[src/hw/rtl/hqc_ram.sv]
module hqc_ram #(
	parameter int WIDTH = 8,
	parameter int DEPTH = 16
) (
	input  logic                     clk,
	input  logic                     we,
	input  logic [$clog2(DEPTH)-1:0] waddr,
	input  logic [WIDTH-1:0]         wdata,
	input  logic [$clog2(DEPTH)-1:0] raddr,
	output logic [WIDTH-1:0]         rdata
);

	logic [WIDTH-1:0] mem [DEPTH];

	// Single write port, registered read.
	always_ff @(posedge clk) begin
		if (we) begin
			mem[waddr] <= wdata;
		end
		rdata <= mem[raddr];
	end

endmodule

[config.mk]
export PLATFORM = sky130hd
export DESIGN_NAME = hqc_ram
export DESIGN_NICKNAME = d
export VERILOG_FILES = /design/src/hw/rtl/hqc_ram.sv
export SDC_FILE = /design/constraint.sdc
export NUM_CORES = 1
export LEC_CHECK = 0
export ABC_AREA = 1
export BUFFER_PORTS_ARGS = -buffer_cell sky130_fd_sc_hd__buf_4
export CAP_MARGIN = 30
export CELL_PAD_IN_SITES_DETAIL_PLACEMENT = 2
export CELL_PAD_IN_SITES_GLOBAL_PLACEMENT = 2
export CORE_ASPECT_RATIO = 0.9
export CORE_MARGIN = 2
export CORE_UTILIZATION = 43
export DETAILED_ROUTE_END_ITERATION = 16
export GPL_TIMING_DRIVEN = 0
export PLACE_DENSITY_LB_ADDON = 0.12
export SLEW_MARGIN = 40
export SYNTH_ARGS = -nofsm -noshare
export SYNTH_HDL_FRONTEND = slang
export SYNTH_SLANG_ARGS = --single-unit
[constraint.sdc]
create_clock -name clk -period 1.6 [get_ports clk]
set_input_delay 0.08 -clock clk [delete_from_list [all_inputs] [get_ports clk]]
set_output_delay 0.08 -clock clk [all_outputs]
set_load 0.01 [all_outputs]
==> flow_summary.toml <==
[yosys]
yosysSeqAreaShare_pct = 69.4
synth.most_common_cell = "sky130_fd_sc_hd__nand2_1"
multiplexer_share_of_the_synthesized_area_pct = 0
synthArstFlopShare_pct = 0
ys_ff_latch = 136
top_cell_type_by_total_area_after_synthesis = "sky130_fd_sc_hd__edfxtp_1"
yosys.area_share.adder_pct = 0
post_synth_xor_area_fraction_pct = 0
synth_cells = 551
synth_ff_type = "sky130_fd_sc_hd__edfxtp_1"
main_combinational_cell_family_by_area_after_synthesis = "simple AND/OR/NAND/NOR gates"
synth_top_cells_by_count = "sky130_fd_sc_hd__nand2_1 (173), sky130_fd_sc_hd__edfxtp_1 (128), sky130_fd_sc_hd__inv_1 (100)"
synthesis.nets = 569
compound_gate_fraction_of_synth_area_pct = 0
yosys_warnings = 0
ys_types = 12
synth.top_cells.by_area = "sky130_fd_sc_hd__edfxtp_1 (67%), sky130_fd_sc_hd__nand2_1 (11%), sky130_fd_sc_hd__nand3_1 (8.4%)"
number_of_enable_flip_flop_cells_after_synthesis = 128
synth_simple_gate_area_share_pct = 21.0
cell_area_after_technology_mapping_um2 = 5770
post-synth-top-area-fraction_pct = 66.7
post_synthesis_mean_instance_area_um2 = 10.5

[drt]
postRouteWirelength_um = 20100
routed_via_density = 5.42
drt-initial-drc-count = 396
drc = 0
postRouteAntennaNets = 0
wire_per_inst_um = 26.0
num_vias = 4196
drt_first_pass_iters = 5

[global_routing]
grt_use_total_pct = 29.7
antenna_found_initial = 0
global_route_wire_length_before_repair_um = 29900
grt_pass1_vias = 4736
grt_max_degree = 17
globalRouteOverflowTotal = 0

[cells_and_area]
fin_area_um2 = 6820
areaGrowthSynthToFinish_pct = 18.2
insertedDiodeCount = 0
fill_cells = 1346
area_used_by_multi_input_combinational_logic_um2 = 1250
layout_cells_excl_fill = 774
num-nets-final = 611
drive_above_1_share_pct = 15.0
regArea_um2 = 4000

[timing]
worst_slew_margin_relative_to_its_limit_pct = 39.8
max_freq_mhz = 859
finalWorstPathRequiredPeriod_ns = 1.16
timing_worst_slew_pin_value_ns = 0.899
final-setup-viol-count = 0
rsz_0062_raised_after_global_routing = "no"
fin_setup_tns_ns = 0
timing_max_transition_violations_final = 0
finalClockSkew_ns = 0.00676
final_hold_violating_endpoints = 0
final_min_period_over_clock_period_pct = 72.7

[floorplanning]
die_height_um = 114
floorplan.initialDensity_pct = 43.6
core_area_um2 = 13200
die_w_um = 126
std_cell_rows = 40
pin_count = 26
dieArea_um2 = 14400

[clocking]
clock_tree.htree_level_count = 4
root_buffer = "sky130_fd_sc_hd__clkbuf_16"
postCtsSetupBuffers = 0
insertion_delay_ns = 0.44
clock_sink_count = 136
clk_pin_slew_ns = 0.06
cts_buffers = 17
post_cts.resized_instances = 0
clockBufferDepth = 2
ctsHoldBuffers = 1
cts_tree = "yes"

[placed_design]
routabilityCongestion = 0.804
port_buffers = 22
dpl-instance-area_um2 = 6160
detailedPlacementHpwl_um = 12700
dp.cells = 741

[worst_setup_path]
startpoint_type = "flip-flop"
timing.critical_path.arrival_ns = 1.47
worst_path_most_repeated_cell = "sky130_fd_sc_hd__nand3_1"
crit_path_start = "mem[10][4]"
worst_ep_required_time_ns = 1.91
max_stage_delay_on_crit_path_ns = 0.37
critical_path.cell_chain = "inv_1 > nand2_1 > nand3_1 > nand3_1 > nand3_1 > nand2_1"
setup.worst_path.class = "reg -> reg"
path_max_fanout = 1
highest_delay_cell_along_the_critical_path = "sky130_fd_sc_hd__edfxtp_1"
reg2reg_from = "mem[10][4]"
crit_path_end_kind = "flip-flop"
worst-r2r-setup-slack_ns = 0.44

[run_status]
run_status = "completed"

[worst_hold_path]
worst_hold_path_type = "in -> reg"
min_from = "wdata[4]"

[pwr]
vdd_ir_drop_max_v = 0.000789
p_leak_nw = 2.94
power.density_nw_per_um2 = 1310
p_total_mw = 8.91

[job]
max_cap_viol_count = 0
==> routing by layer <==
layer | up-vias | track usage (%) | part of all wire (%)
li1 | 1854 | - | -
met1 | 2124 | 38.0 | 42
met5 | - | 0 | 0
met2 | 176 | 49.3 | 48
met4 | 0 | 12.3 | 3.0
met3 | 42 | 6.94 | 6.5
==> cells in the final DEF, fill, tap and decap left out, drive strengths merged <==
master	instances
nand2	173
edfxtp	128
inv	102
nand3	97
buf	46
clkbuf	17
nor2	17
dfxtp	8
clkinv	8
bufinv	5
nand3b	2
clkinvlp	2
dlygate4sd3	1
==> sequential cells by signal (all words and copies together), names as in the netlist <==
register and count:
mem 128, rdata 8
==> worst max-delay path: cells and delay by family (launching register included) <==
kind                   cells  cell delay [ns]
and+or+nand+nor            5             0.57
DFF                        1             0.37
buffers and inverters      1             0.09
==> stage by stage <==
step | worst slack (ns) | hold slack (ns) | utilization, %
final | 0.436 | 0.0323 | 51.6
after global routing | 0.401 | 0.0239 | 51.6
after CTS | 0.451 | 0.0163 | 51.5
after detailed placement | 0.0375 | 0.458 | 46.6
after global placement | -0.0706 | 0.444 | 46.5
after floorplan | 0.569 | 0.179 | -
==> area by class of cell <==
type / count / share of cell area [%]
clock inverters: 15 / 3.05
multi-input cells: 289 / 18.3
plain buffers: 24 / 2.44
inverters: 102 / 5.62
repair buffers: 23 / 2.57
clock buffers: 17 / 6.24
flip-flops and latches: 136 / 58.7
well taps: 168 / 3.08
==> power by group <==
group	switching, mW	total (mW)	internal [mW]
registers	0.0285	4.01	3.98
clock network	1.53	4.27	2.74
logic	0.448	0.626	0.178
total	2.01	8.91	6.90
==> cell families (layout without fill, tap and decap cells) <==
logic type	after synthesis	count (layout)
AND/OR/NAND/NOR	289	289
flip-flops	136	136
buffers and inverters	126	181
==> path summary, 6_finish.rpt <==
check / depth (start not counted) / to
min reg2reg: 6 / rdata[6]
max: 6 / rdata[4]
max reg2reg: 6 / rdata[4]
min: 1 / mem[8][4]
Note: power is estimated with default switching activity, not from simulation.
