[src/hw/rtl/hqc_pkg.sv]
package hqc_pkg;

	localparam int TABLE_SLOTS = 4096;
	localparam int SLOT_W      = $clog2(TABLE_SLOTS);
	localparam int CODE_W      = 256;
	localparam int VAL_W       = 63;
	localparam logic [63:0] HASH_OFFSET = 64'd1469598103;
	localparam logic [63:0] HASH_PRIME  = 64'd16777619;
	localparam logic [SLOT_W:0] PROBE_MAX = (SLOT_W + 1)'(TABLE_SLOTS);

	typedef enum logic [2:0] {
		ST_UPDATED = 3'd0,
		ST_STALE   = 3'd1,
		ST_EMPTY   = 3'd2,
		ST_FULL    = 3'd3,
		ST_OVFL    = 3'd4,
		ST_BAD     = 3'd5
	} status_t;

	typedef enum logic [2:0] {
		FSM_IDLE,
		FSM_HASH,
		FSM_READ,
		FSM_CHECK,
		FSM_CLEAR,
		FSM_DONE
	} fsm_t;

	// Hash request and result between control and the hash unit.
	typedef struct packed {
		logic start;
		logic [5:0] len;
	} hash_req_t;

	typedef struct packed {
		logic busy;
		logic done;
	} hash_sts_t;

endpackage

[src/hw/rtl/hqc_hash.sv]
module hqc_hash import hqc_pkg::*; (
	input  logic              clk,
	input  logic              arst_n,
	input  hash_req_t         req,
	input  logic [CODE_W-1:0] code,
	output hash_sts_t         sts,
	output logic [63:0]       hash
);

	logic [63:0] h_q;
	logic [5:0]  idx_q;
	logic [5:0]  len_q;
	logic        busy_q;
	logic        done_q;
	logic [7:0]  byte_c;
	logic [63:0] mix_c;
	logic [63:0] prod_c;

	// One byte per cycle: xor then multiply by the prime.
	// The prime is 2^24 + 2^8 + 2^7 + 2^4 + 2^1 + 1, so the product is a sum of shifts.
	assign byte_c = code[{idx_q[4:0], 3'b000} +: 8];
	assign mix_c  = h_q ^ {56'd0, byte_c};
	assign prod_c = (mix_c << 24) + (mix_c << 8) + (mix_c << 7) + (mix_c << 4)
	              + (mix_c << 1) + mix_c;

	always_ff @(posedge clk or negedge arst_n) begin
		if (!arst_n) begin
			busy_q <= 1'b0;
			done_q <= 1'b0;
			idx_q  <= '0;
			len_q  <= '0;
		end else begin
			done_q <= 1'b0;
			if (req.start) begin
				busy_q <= 1'b1;
				idx_q  <= '0;
				len_q  <= req.len;
			end else if (busy_q) begin
				if (idx_q == len_q) begin
					busy_q <= 1'b0;
					done_q <= 1'b1;
				end else begin
					idx_q <= idx_q + 6'd1;
				end
			end
		end
	end

	always_ff @(posedge clk) begin
		if (req.start) begin
			h_q <= HASH_OFFSET;
		end else if (busy_q && idx_q != len_q) begin
			h_q <= prod_c;
		end
	end

	assign hash     = h_q;
	assign sts.busy = busy_q;
	assign sts.done = done_q;

endmodule

[config.mk]
export PLATFORM = sky130hd
export DESIGN_NAME = hqc_hash
export DESIGN_NICKNAME = d
export VERILOG_FILES = /design/src/hw/rtl/hqc_pkg.sv /design/src/hw/rtl/hqc_hash.sv
export SDC_FILE = /design/constraint.sdc
export NUM_CORES = 1
export LEC_CHECK = 0
export ABC_AREA = 1
export BUFFER_PORTS_ARGS = -buffer_cell sky130_fd_sc_hd__buf_2
export CAP_MARGIN = 40
export CORE_MARGIN = 3
export CORE_UTILIZATION = 35
export CTS_BUF_LIST = sky130_fd_sc_hd__clkbuf_2
export CTS_CLUSTER_SIZE = 40
export DETAILED_ROUTE_END_ITERATION = 12
export PLACE_DENSITY_LB_ADDON = 0.12
export SLEW_MARGIN = 20
export SYNTH_ARGS = -nofsm -noshare
export SYNTH_HDL_FRONTEND = slang
export SYNTH_SLANG_ARGS = --single-unit
[constraint.sdc]
create_clock -name clk -period 9.1 [get_ports clk]
set_clock_uncertainty 0.1 [all_clocks]
set_input_delay 0 -clock clk [delete_from_list [all_inputs] [get_ports clk]]
set_output_delay 0 -clock clk [all_outputs]
set_load 0.01 [all_outputs]
==> results.cfg <==
[logic_synthesis]
ys.flop_type = dfxtp_1
ys_seq_area_frac = 0.09696
synth_area_leaders = fa_1 (24%), nand2_1 (17%), inv_1 (13%)
ys_seq_elements = 78
synthesis.nets = 3227
synth_cells = 2666
yosysWarnings = 0
synth_top_area_frac = 0.2415
synthesis.area_um2 = 16830
yosysTopAreaCell = fa_1
synth-async-reset-ratio = 0.1795
avgSynthCellArea_um2 = 6.312
ys_types = 38
synth_edf_count = 0

[hold_path]
hold_path.class = input port to flip-flop

[clock_network]
cts_resized = 0
clk-insertion-delay-late_ns = 0.69
cts_tree = yes
htree_levels = 3
cts_max_path_buffers = 2
clkSinkCount = 78
clk_pin_slew_ns = 0.23
cts-buffers-inserted = 9
cts_root_buffer = clkbuf_2

[finish]
layout-area-overhead-vs-synth_pct = 12.92
fin_nets = 3484
drive_gt1_frac = 0.1311

[worst_setup_path]
worstPathArrival_ns = 7.51
startpoint = idx_q[0]
r2r_end = hash[30]
crit_fanout = 59
r2r_cells = 26
slowest_delay_ns = 0.80
timing.rr.start = idx_q[0]
rrSetupSlack_ns = 2.07
critPathCapture = hash[30]
crit_type = flip-flop to flip-flop
crit_path_start_kind = flip-flop
worstSetupEndpointType = flip-flop
crit_required_ns = 9.58
crit_path_frequent_cell = nand2_1
cp_slowest_cell = dfrtp_4

[timing]
fmax_mhz = 142.2
min_period_ns = 7.032
hold_violations = 0
final.setup.tns_ns = 0
rsz0062_at_grt = false
maxSlewViolCount = 0
maxSlewHeadroom = 0.4276
worst_pin_slew_ns = 0.8574
min_period_over_period = 0.7727
finalSetupViolCount = 0

[floorplanning]
die-height_um = 225.3
rows = 79
start_util = 0.3576
pin_count = 331
core_area_um2 = 47050
die_area_um2 = 50740
dieWidth_um = 225.3

[placement]
port_buffers = 330
gp_congestion = 0.9437
dpl.hpwl_mm = 59.84

[global_routing]
track_usage = 0.2808
grt-ovfl-total = 0
grt_pass1_vias = 17380
grt_pass1_wl_mm = 106.5
antenna_found_initial = 7
grt_max_degree = 86

[run_status]
status = completed

[drt]
avgViaCountPerCell = 5.004
drc = 0
routed_wl_mm = 71.34
drtIter0Drc = 1405
dr.pass1.iters = 6
final_antenna_net_count = 0
num_vias = 17720
drt-wirelength-per-cell_um = 20.14

[flow_run]
cap_violations = 0
-- worst max-delay path, delay by kind of cell, from the launching register on --
family	cells	cell delay, ns
and+or+nand+nor	12	2.14
AOI/OAI and AO/OA	3	0.61
xor gates and xnor gates	1	0.27
DFF	1	0.80
adders and majority gates	4	1.87
buffers and inverters	6	1.12
-- cell families after synthesis --
group,Yosys count,share of synthesized area
flops,78,0.09696
fa+ha+maj,296,0.3107
xor+xnor,16,0.008328
simple gates,1235,0.2973
buf+inv,729,0.1863
compound gates,312,0.1005
-- state kept, by name, indices dropped and copies added, names as in the netlist --
name	cells
len_q	6
hash	64
busy_q	1
idx_q	6
done_q	1
-- cell usage in the layout (no fill, tap or decap), types with 2 or more instances in the layout --
master,instances
clkbuf_2,10
a22oi_1,2
clkinv_2,2
o22ai_1,18
ha_1,93
nor3_1,16
nand2_1,765
dfrtp_1,12
o21bai_1,14
xnor2_1,8
clkinv_1,3
inv_1,596
dfxtp_1,64
a21oi_1,94
nand2_4,3
o211ai_1,21
nand3_1,146
nand2_2,2
inv_2,6
nor2_1,258
nand3b_1,11
buf_4,6
dlygate4sd3_1,22
nor4_1,5
bufinv_16,2
o21ai_0,152
a21boi_0,4
nand4_1,20
o21ai_1,5
xor2_1,8
diode_2,7
buf_8,11
fa_1,203
or2_2,5
buf_2,330
-- through the flow --
step                        util  setup WS, ns  cell area, um^2  instances  hold WS, ns
after global routing      0.4038         1.656            19000       3541       0.1698
final                     0.4039         2.068            19000       3542       0.1535
after CTS                 0.4009         2.220            18860       3527      0.09565
after global placement    0.3916         1.797            18430       3484      -0.1498
after floorplan                -         4.334            16830       2666      -0.3956
after detailed placement  0.3936         2.302            18520       3489      -0.1600
-- worst min path at each step --
stage,start,to,cells past startpoint
floorplan,arst_n,busy_q,0
global placement,arst_n,len_q[0],1
detailed placement,arst_n,len_q[0],1
CTS,code[137],hash[1],10
global route,code[137],hash[1],10
finish,code[8],hash[0],9
-- layout make-up --
cell class | instances | area [um^2]
Antenna cell | 7 | 17.52
Clock buffer | 10 | 50.05
Clock inverter | 6 | 76.32
Fill cell | 5209 | 28050
Inverter | 604 | 2271
Multi-Input combinational cell | 1859 | 12060
Sequential cell | 78 | 1637
Tap cell | 607 | 759.5
Timing Repair Buffer | 371 | 2130
-- per-layer routing --
| layer | global-route usage | vias up | routed length (um) |
|---|---|---|---|
| li1 | - | 8518 | - |
| met1 | 0.3957 | 8438 | 32590 |
| met2 | 0.4340 | 685 | 30830 |
| met3 | 0.06813 | 80 | 6221 |
| met4 | 0.06991 | 2 | 1685 |
| met5 | 0 | - | 13 |
-- synthesized netlist by cell type, types with 8 or more instances --
library cell / instances
nand2_1: 765
inv_1: 596
nor2_1: 258
fa_1: 203
o21ai_0: 152
nand3_1: 146
a21oi_1: 94
ha_1: 93
buf_4: 74
dfxtp_1: 64
buf_2: 22
o211ai_1: 21
nand4_1: 20
o22ai_1: 18
clkbuf_1: 16
nor3_1: 16
dfrtp_1: 14
o21bai_1: 14
buf_6: 12
nand3b_1: 11
xnor2_1: 8
xor2_1: 8
-- repair_timing --
action,4_1_cts,5_1_grt
setup endpoints to repair,0,0
hold buffers,22,0
setup buffers,0,0
hold endpoints to repair,32,0
Power is not shown: default switching activity piles up to over one toggle a cycle in this logic, so the estimate is an artifact.
